File: config.mk
export PLATFORM = sky130hd
export DESIGN_NAME = http_request_header_parser_core_flat
export DESIGN_NICKNAME = d
export VERILOG_FILES = /design/src/sv/hrhp_pkg.sv /design/src/sv/hrhp_stream_if.sv /design/src/sv/http_request_header_parser_core.sv /design/src/sv/hrhp_step.sv /design/src/flat_wrapper.sv
export SDC_FILE = /design/constraint.sdc
export NUM_CORES = 1
export LEC_CHECK = 0
export ABC_AREA = 1
export BUFFER_PORTS_ARGS = -buffer_cell sky130_fd_sc_hd__buf_4
export CAP_MARGIN = 5
export CELL_PAD_IN_SITES_DETAIL_PLACEMENT = 0
export CELL_PAD_IN_SITES_GLOBAL_PLACEMENT = 1
export CORE_AREA = 2 2 205 207
export CTS_BUF_LIST = sky130_fd_sc_hd__clkbuf_16
export DETAILED_ROUTE_END_ITERATION = 8
export DIE_AREA = 0 0 207 209
export GPL_TIMING_DRIVEN = 0
export PLACE_DENSITY_LB_ADDON = 0.05
export SLEW_MARGIN = 25
export SYNTH_ARGS = -nofsm -noshare
export SYNTH_HDL_FRONTEND = slang
export SYNTH_SLANG_ARGS = --single-unit
export TNS_END_PERCENT = 10
File: constraint.sdc
create_clock -name clk -period 5.2 [get_ports clk]
set_input_delay 0 -clock clk [delete_from_list [all_inputs] [get_ports clk]]
set_output_delay 0 -clock clk [all_outputs]
set_load 0.01 [all_outputs]
File: src/sv/hrhp_pkg.sv
// Package: types, constants and keyword tables for the HTTP request header parser.
package hrhp_pkg;

  localparam int unsigned MAX_REQUEST_BYTES_DEF = 2048;
  localparam int unsigned CNT_W = 12;

  typedef enum logic [1:0] {
    PH_LINE = 2'd0,
    PH_HEAD = 2'd1,
    PH_BODY = 2'd2,
    PH_BAD  = 2'd3
  } phase_t;

  typedef enum logic [4:0] {
    T_METHOD  = 5'd0,
    T_GAP1    = 5'd1,
    T_PREFIX  = 5'd2,
    T_HOST    = 5'd3,
    T_PATH    = 5'd4,
    T_GAP2    = 5'd5,
    T_VERSION = 5'd6,
    T_HSTART  = 5'd7,
    T_HNAME   = 5'd8,
    T_HGAP    = 5'd9,
    T_HCONN   = 5'd10,
    T_HLEN    = 5'd11,
    T_HSKIP   = 5'd12
  } token_t;

  typedef enum logic [1:0] {
    HK_UNKNOWN = 2'd0,
    HK_CONN    = 2'd1,
    HK_CLEN    = 2'd2,
    HK_UNDEC   = 2'd3
  } hdr_kind_t;

  typedef enum logic [1:0] {
    ST_INCOMPLETE = 2'd0,
    ST_COMPLETE   = 2'd1,
    ST_BAD        = 2'd2
  } status_t;

  localparam logic [7:0] CH_CR  = 8'h0D;
  localparam logic [7:0] CH_LF  = 8'h0A;
  localparam logic [7:0] CH_SP  = 8'h20;
  localparam logic [7:0] CH_TAB = 8'h09;
  localparam logic [7:0] CH_SL  = 8'h2F;

  typedef struct packed {
    phase_t      phase;
    token_t      tok;
    logic [3:0]  midx;
    logic        cr_pend;
    logic [CNT_W-1:0] bcnt;
    hdr_kind_t   hkind;
    logic        keep;
    logic [31:0] len;
    logic [CNT_W-1:0] pstart;
    logic [CNT_W-1:0] pend;
    logic [31:0] body;
  } pstate_t;

  typedef struct packed {
    status_t     status;
    logic        keep_alive;
    logic [31:0] clen;
    logic [11:0] url_start;
    logic [11:0] url_end;
  } result_t;

  function automatic logic [7:0] to_lower(input logic [7:0] b);
    to_lower = (b >= 8'h41 && b <= 8'h5A) ? b + 8'd32 : b;
  endfunction

  function automatic logic is_blank(input logic [7:0] b);
    is_blank = (b == CH_SP) || (b == CH_TAB);
  endfunction

  // Keyword tables, lower case, indexed by character position.
  function automatic logic [7:0] kw_get(input logic [3:0] i);
    case (i)
      4'd0: kw_get = "g";
      4'd1: kw_get = "e";
      4'd2: kw_get = "t";
      default: kw_get = 8'h00;
    endcase
  endfunction

  function automatic logic [7:0] kw_ver(input logic [3:0] i);
    case (i)
      4'd0: kw_ver = "h";
      4'd1: kw_ver = "t";
      4'd2: kw_ver = "t";
      4'd3: kw_ver = "p";
      4'd4: kw_ver = "/";
      4'd5: kw_ver = "1";
      4'd6: kw_ver = ".";
      4'd7: kw_ver = "1";
      default: kw_ver = 8'h00;
    endcase
  endfunction

  function automatic logic [7:0] kw_abs(input logic [3:0] i);
    case (i)
      4'd0: kw_abs = "h";
      4'd1: kw_abs = "t";
      4'd2: kw_abs = "t";
      4'd3: kw_abs = "p";
      4'd4: kw_abs = ":";
      4'd5: kw_abs = "/";
      4'd6: kw_abs = "/";
      default: kw_abs = 8'h00;
    endcase
  endfunction

  function automatic logic [7:0] kw_conn(input logic [3:0] i);
    case (i)
      4'd0:  kw_conn = "c";
      4'd1:  kw_conn = "o";
      4'd2:  kw_conn = "n";
      4'd3:  kw_conn = "n";
      4'd4:  kw_conn = "e";
      4'd5:  kw_conn = "c";
      4'd6:  kw_conn = "t";
      4'd7:  kw_conn = "i";
      4'd8:  kw_conn = "o";
      4'd9:  kw_conn = "n";
      4'd10: kw_conn = ":";
      default: kw_conn = 8'h00;
    endcase
  endfunction

  function automatic logic [7:0] kw_clen(input logic [3:0] i);
    case (i)
      4'd0:  kw_clen = "c";
      4'd1:  kw_clen = "o";
      4'd2:  kw_clen = "n";
      4'd3:  kw_clen = "t";
      4'd4:  kw_clen = "e";
      4'd5:  kw_clen = "n";
      4'd6:  kw_clen = "t";
      4'd7:  kw_clen = "-";
      4'd8:  kw_clen = "l";
      4'd9:  kw_clen = "e";
      4'd10: kw_clen = "n";
      4'd11: kw_clen = "g";
      4'd12: kw_clen = "t";
      4'd13: kw_clen = "h";
      4'd14: kw_clen = ":";
      default: kw_clen = 8'h00;
    endcase
  endfunction

  function automatic logic [7:0] kw_keep(input logic [3:0] i);
    case (i)
      4'd0: kw_keep = "k";
      4'd1: kw_keep = "e";
      4'd2: kw_keep = "e";
      4'd3: kw_keep = "p";
      4'd4: kw_keep = "-";
      4'd5: kw_keep = "a";
      4'd6: kw_keep = "l";
      4'd7: kw_keep = "i";
      4'd8: kw_keep = "v";
      4'd9: kw_keep = "e";
      default: kw_keep = 8'h00;
    endcase
  endfunction

endpackage

File: src/sv/hrhp_stream_if.sv
// Interface: valid/ready stream channel with a generic payload.
interface hrhp_stream_if #(
  parameter type payload_t = logic [7:0]
);
  logic     valid;
  logic     ready;
  payload_t data;

  modport source (output valid, output data, input ready);
  modport sink (input valid, input data, output ready);
endinterface

File: src/sv/http_request_header_parser_core.sv
// Top level: HTTP request header parser core with stream channels.
// Takes one request byte per transfer and returns one result per byte, at one
// byte per clock: the parse state sits in one register and the next state
// and the result for a byte are formed in a single combinational pass, with
// the result held in an output register. A byte is taken whenever the output
// register is empty or being drained in the same cycle, so each result is
// offered in the cycle after its byte and back-to-back transfers run at full
// rate. A bad request sticks at status 2 until reset; a completed request
// clears the state and the next byte begins a new request. Head bytes beyond
// MAX_REQUEST_BYTES make the request bad.
module http_request_header_parser_core
  import hrhp_pkg::*;
#(
  parameter int unsigned MAX_REQUEST_BYTES = MAX_REQUEST_BYTES_DEF
) (
  input logic clk,
  input logic rst_n,
  hrhp_stream_if.sink   in_ch,
  hrhp_stream_if.source out_ch
);

  pstate_t    st_r;
  pstate_t    st_nxt;
  result_t    res_nxt;
  result_t    res_r;
  logic       vld_r;
  logic       take;

  // Accept when the output slot is free or being emptied this cycle.
  assign in_ch.ready = !vld_r || out_ch.ready;
  assign take        = in_ch.valid && in_ch.ready;

  hrhp_step #(.MAX_REQUEST_BYTES(MAX_REQUEST_BYTES)) u_step (
    .cur       (st_r),
    .data_byte (in_ch.data),
    .nxt       (st_nxt),
    .res       (res_nxt)
  );

  always_ff @(posedge clk) begin
    if (!rst_n) begin
      st_r  <= '0;
      vld_r <= 1'b0;
    end else begin
      if (take) st_r <= st_nxt;
      if (take) vld_r <= 1'b1;
      else if (out_ch.ready) vld_r <= 1'b0;
    end
  end

  // Hold the result until its transfer.
  always_ff @(posedge clk) begin
    if (take) res_r <= res_nxt;
  end

  assign out_ch.valid = vld_r;
  assign out_ch.data  = res_r;

endmodule

File: src/sv/hrhp_step.sv
// Combinational next-state logic for one byte of the request stream.
module hrhp_step
  import hrhp_pkg::*;
#(
  parameter int unsigned MAX_REQUEST_BYTES = MAX_REQUEST_BYTES_DEF
) (
  input  pstate_t    cur,
  input  logic [7:0] data_byte,
  output pstate_t    nxt,
  output result_t    res
);

  logic [7:0]  lb;
  logic        bl;
  logic [3:0]  mi;
  logic [35:0] prod;
  logic [31:0] sat;
  status_t     st;
  pstate_t     s;
  token_t      tk;
  hdr_kind_t   hk;

  assign lb = to_lower(data_byte);
  assign bl = is_blank(data_byte);
  // Saturating accumulate of one decimal digit: len*10 = len*8 + len*2.
  assign prod = {1'b0, cur.len, 3'b000} + {3'b000, cur.len, 1'b0}
              + {32'd0, data_byte[3:0] - 4'd0};
  assign sat  = (prod[35:32] != 4'd0) ? 32'hFFFF_FFFF : prod[31:0];

  always_comb begin
    s  = cur;
    st = ST_INCOMPLETE;
    tk = cur.tok;
    hk = cur.hkind;
    mi = cur.midx;
    if (cur.phase == PH_BAD) begin
      st = ST_BAD;
    end else if (cur.phase == PH_BODY) begin
      s.body = cur.body + 32'd1;
      if (s.body >= cur.len) st = ST_COMPLETE;
    end else if ({20'd0, cur.bcnt} >= 32'(MAX_REQUEST_BYTES)) begin
      s.phase = PH_BAD;
      st      = ST_BAD;
    end else begin
      s.bcnt = cur.bcnt + 1'b1;
      if (cur.cr_pend) begin
        s.cr_pend = 1'b0;
        if (data_byte != CH_LF) begin
          s.phase = PH_BAD;
          st      = ST_BAD;
        end else if (cur.phase == PH_LINE) begin
          if (cur.tok == T_VERSION && cur.midx == 4'd8) begin
            s.phase = PH_HEAD;
            s.tok   = T_HSTART;
            s.midx  = '0;
          end else begin
            s.phase = PH_BAD;
            st      = ST_BAD;
          end
        end else if (cur.tok == T_HSTART) begin
          if (cur.len != 32'd0) begin
            s.phase = PH_BODY;
            s.body  = '0;
          end else begin
            st = ST_COMPLETE;
          end
        end else begin
          if (cur.tok == T_HCONN && cur.midx == 4'd10) s.keep = 1'b1;
          s.tok   = T_HSTART;
          s.midx  = '0;
          s.hkind = HK_UNKNOWN;
        end
      end else if (data_byte == CH_CR) begin
        s.cr_pend = 1'b1;
      end else begin
        // Resolve states that hand the byte straight on.
        if (tk == T_GAP2 && !bl) begin
          tk = T_VERSION;
          mi = '0;
        end
        if (tk == T_HSTART) begin
          tk = T_HNAME;
          hk = HK_UNDEC;
          mi = '0;
        end
        if (tk == T_HGAP && !bl) tk = (hk == HK_CONN) ? T_HCONN : T_HLEN;
        s.tok  = tk;
        s.midx = mi;
        s.hkind = hk;
        case (tk)
          T_METHOD: begin
            if (bl) begin
              if (mi == 4'd3) begin
                s.tok  = T_GAP1;
                s.midx = '0;
              end else s.phase = PH_BAD;
            end else if (mi < 4'd3 && lb == kw_get(mi)) s.midx = mi + 4'd1;
            else s.phase = PH_BAD;
          end
          T_GAP1: begin
            if (!bl) begin
              if (data_byte == CH_SL) begin
                s.pstart = cur.bcnt;
                s.tok    = T_PATH;
              end else if (lb == "h") begin
                s.tok  = T_PREFIX;
                s.midx = 4'd1;
              end else s.phase = PH_BAD;
            end
          end
          T_PREFIX: begin
            if (bl || !(mi < 4'd7 && lb == kw_abs(mi))) s.phase = PH_BAD;
            else if (mi == 4'd6) begin
              s.tok  = T_HOST;
              s.midx = '0;
            end else s.midx = mi + 4'd1;
          end
          T_HOST: begin
            if (bl) s.phase = PH_BAD;
            else if (data_byte == CH_SL) begin
              s.pstart = cur.bcnt;
              s.tok    = T_PATH;
            end
          end
          T_PATH: begin
            if (bl) begin
              s.pend = cur.bcnt;
              s.tok  = T_GAP2;
            end
          end
          T_VERSION: begin
            if (bl || !(mi < 4'd8 && lb == kw_ver(mi))) s.phase = PH_BAD;
            else s.midx = mi + 4'd1;
          end
          T_HNAME: begin
            if (hk == HK_UNDEC && mi == 4'd3) begin
              hk      = (lb == "t") ? HK_CLEN : HK_CONN;
              s.hkind = hk;
            end
            if (hk == HK_CLEN) begin
              if (!(mi < 4'd15 && lb == kw_clen(mi))) s.tok = T_HSKIP;
              else if (mi == 4'd14) begin
                s.tok  = T_HGAP;
                s.midx = '0;
                s.len  = '0;
              end else s.midx = mi + 4'd1;
            end else begin
              if (!(mi < 4'd11 && lb == kw_conn(mi))) s.tok = T_HSKIP;
              else if (mi == 4'd10) begin
                s.tok  = T_HGAP;
                s.midx = '0;
              end else s.midx = mi + 4'd1;
            end
          end
          T_HCONN: begin
            if (mi < 4'd10 && lb == kw_keep(mi)) s.midx = mi + 4'd1;
            else s.tok = T_HSKIP;
          end
          T_HLEN: begin
            if (data_byte >= "0" && data_byte <= "9") s.len = sat;
            else s.tok = T_HSKIP;
          end
          default: begin
          end
        endcase
        if (s.phase == PH_BAD) st = ST_BAD;
      end
    end
    res.status     = st;
    res.keep_alive = s.keep;
    res.clen       = s.len;
    res.url_start  = s.pstart;
    res.url_end    = s.pend;
    nxt = s;
    if (st == ST_COMPLETE) nxt = '0;
  end

endmodule
File: src/flat_wrapper.sv
// flat-port wrapper written by rule: the top's interface ports become plain ports
module http_request_header_parser_core_flat import hrhp_pkg::*;
#(
  parameter int unsigned MAX_REQUEST_BYTES = MAX_REQUEST_BYTES_DEF
)
  (clk, rst_n, in_ch_valid, in_ch_data, in_ch_ready, out_ch_valid, out_ch_data, out_ch_ready);
  hrhp_stream_if in_ch_i ();
  hrhp_stream_if out_ch_i ();
  input logic clk;
  input logic rst_n;
  input wire logic [$bits(in_ch_i.valid)-1:0] in_ch_valid;
  input wire logic [$bits(in_ch_i.data)-1:0] in_ch_data;
  output wire logic [$bits(in_ch_i.ready)-1:0] in_ch_ready;
  output wire logic [$bits(out_ch_i.valid)-1:0] out_ch_valid;
  output wire logic [$bits(out_ch_i.data)-1:0] out_ch_data;
  input wire logic [$bits(out_ch_i.ready)-1:0] out_ch_ready;
  assign in_ch_i.valid = in_ch_valid;
  assign in_ch_i.data = in_ch_data;
  assign in_ch_ready = in_ch_i.ready;
  assign out_ch_valid = out_ch_i.valid;
  assign out_ch_data = out_ch_i.data;
  assign out_ch_i.ready = out_ch_ready;
  http_request_header_parser_core #(.MAX_REQUEST_BYTES(MAX_REQUEST_BYTES)) u_core (.clk(clk), .rst_n(rst_n), .in_ch(in_ch_i), .out_ch(out_ch_i));
endmodule
==> summary.txt <==
Power
  • Peak supply drop: 0.2310 mV
  • Pwr Total: 5.040 mW
  • Power Density: 375.3 mW/mm²
  • Leak: 6.526 nW

Yosys
  • Leading area contributor after synthesis: dfxtp_1
  • Synth unique cells: 58
  • Yosys top cell area share: 0.1630
  • Post-synthesis instance total: 2,039
  • EDFF count, synth: 8
  • Synth warn: 0
  • Syn Std Cell Area: 0.01216 mm²
  • Synth async-reset ratio: 0
  • Synthesized area per cell: 5.964 µm²
  • Syn nets: 2,160
  • Synth Flop Type: dfxtp_1
  • Share of the yosys chip area belonging to registers: 0.1827
  • FF+latch count, synth: 107
  • Dominant cells by area after synthesis: dfxtp_1, nand2_1, ha_1

STA
  • Worst hold margin: 147.2 ps
  • Maximum clock rate: 0.2096 GHz
  • Slew Limit Fails: 0
  • Total Neg Setup Slack: 0 ps
  • RSZ-0062 raised after global routing: no
  • Final Skew: 14.46 ps
  • Final WS setup: 428.5 ps
  • Max_slew headroom: 0.3692
  • Final-report hold violation count: 0
  • Final min period: 4771 ps
  • Final period util: 0.9176
  • Final setup fails: 0
  • Worst Tran Pin Value: 933.9 ps

Finish
  • Fillers: 4,790
  • Cell area after layout: 0.01343 mm²
  • Share of cells above drive strength 1: 0.07511
  • Commonest non-fill, non-tap cell in the layout: nand2_1
  • Commonest non-fill, non-tap cells in the layout: nand2_1, nor2_1, inv_1
  • Antenna Diode Count: 0
  • # nets final: 2,193
  • Syn-to-layout area delta: 10.45%

Clock tree
  • Root Driver: clkbuf_16
  • CTS H-tree lvls: 3
  • CTS buffer count: 9
  • CTS tree: built
  • Num Clock Sinks: 107
  • Clk buf depth: 2
  • Clk pin slew, worst setup/hold paths: 90 ps
  • Worst-skew pair later-pin latency: 380 ps

Die
  • Die Area: 0.04326 mm²
  • Die height: 209 µm
  • FP Rows: 75
  • I/O Pins: 22
  • Die Wd: 207 µm
  • Starting Density: 0.2945
  • CORE AREA: 0.04129 mm²

Detailed routing
  • 1st-iter DRT viols: 841
  • Initial DRT Pass Iterations: 5
  • # DRC: 0
  • Total wire length: 44,530 µm
  • Via density: 5.000
  • Via Count: 13,080
  • Final ANT Viol Nets: 0
  • Routed len/inst: 17.02 µm

Placed design
  • Placed inst area: 0.01298 mm²
  • Port Buffers: 19
  • Routability Congestion: 0.8961
  • Placement Setup Slack: -765.1 ps
  • Hpwl dp: 36,330 µm

Setup path
  • Critical Path RT: 5460 ps
  • Crit path arrival time: 5030 ps
  • CP startpoint kind: flip-flop
  • Critical path type: flip-flop to flip-flop
  • Reg2Reg Depth: 25
  • CP max FO: 10
  • CP Capture Type: flip-flop

GRT
  • Antenna violations before repair: 0
  • Congestion Overflow GR: 0
  • GR Util All Layers: 0.2060
  • Pin count of the biggest net entering global routing: 19
  • Number of global-route vias before repair: 12,840
  • First-pass GRT wire length: 70,860 µm

Worst hold path
  • Class of the worst hold path: input pin to flip-flop
  • Hold path cells: 5

Run
  • Max_cap viols: 0

Status
  • Status: finished, final reports clean
metrics by stage:
stage / util / std cells
after floorplan: - / 2039
after detailed placement: 0.3144 / 2597
after CTS: 0.3232 / 2616
final: 0.3253 / 2616
after global routing: 0.3253 / 2616
after global placement: 0.3143 / 2597
power by group:
part	leakage, nW	switching, mW	internal, mW	total (mW)
sequential	0.883	0.134	0.932	1.07
clock	0.151	0.357	0.379	0.736
combinational	5.49	2.28	0.963	3.24
total	6.53	2.77	2.27	5.04
synth_stat cells, drive strengths merged, types with 5 or more instances:
cell	n
nand3	214
a21boi	6
buf	20
o21ai	82
a21oi	150
xnor2	12
nor3	37
nor4	21
xor2	47
dfxtp	99
o21a	5
a211oi	6
clkinv	6
o21bai	9
inv	255
nand2	544
nand4	55
a31oi	7
ha	107
o211ai	6
edfxtp	8
clkbuf	53
nor2	261
flip-flops by register name, summed over array words and instances (netlist names):
| name | flops |
|---|---|
| u_core.out_ch.data | 8 |
| u_core.st_r | 98 |
| u_core.out_ch.valid | 1 |
kinds of logic (layout without fill, tap and decap cells):
kind of cell / count (synthesis) / count (layout) / share of synthesized area
simple gates: 1147 / 1147 / 0.4153
buf+inv: 334 / 372 / 0.1141
compound gates: 283 / 283 / 0.1320
fa+ha+maj: 109 / 109 / 0.1134
flops: 107 / 107 / 0.1827
xor+xnor: 59 / 59 / 0.04249
layer usage:
metal,GRT usage,part of all wire
met5,0,0
met2,0.3741,0.50
met3,0.02149,0.026
met4,0.05369,0.020
met1,0.2583,0.45
worst paths after layout:
kind	slack, ps	start	endpoint
worst min register to register	470	u_core.st_r[37]	u_core.st_r[37]
worst min-delay path	150	in_ch_valid	u_core.st_r[33]
worst max register to register	430	u_core.st_r[0]	u_core.st_r[102]
worst max-delay path	430	u_core.st_r[0]	u_core.st_r[102]
area by class of cell:
type | count | area [µm²] | share of cell area
inverter | 261 | 989.7 | 0.07368
tap | 539 | 674.4 | 0.05021
multi-input combinational | 1598 | 8657 | 0.6445
buffer | 73 | 417.9 | 0.03111
timing repair buffer | 22 | 170.2 | 0.01267
sequential | 107 | 2222 | 0.1654
clock inverter | 7 | 75.07 | 0.005589
clock buffer | 9 | 225.2 | 0.01677
critical path: stages (launching register included):
cell	delay, ps
dfxtp_1	390
inv_1	120
nor3_4	250
nand3_1	160
nor2_2	180
nand3_1	90
nor2_1	130
nand4_1	160
nor3_2	170
nand4_1	130
or2_2	320
nor2_1	150
nand3_1	100
nand2_1	120
inv_1	50
ha_1	280
nand2_1	60
nor2_1	140
nand4_1	150
o21ai_4	360
o211ai_1	140
buf_4	190
clkbuf_4	200
clkbuf_4	230
a31oi_1	280
nor3_1	80
repair_timing:
item	in CTS	in global routing
pin swaps	1	0
resized for setup	12	36
hold buffers	2	0
setup buffers	1	0
endpoints found under the hold margin	2	0
endpoints found under the setup margin	98	98
gates cloned	0	0
Power figures use the tool's default switching activity.
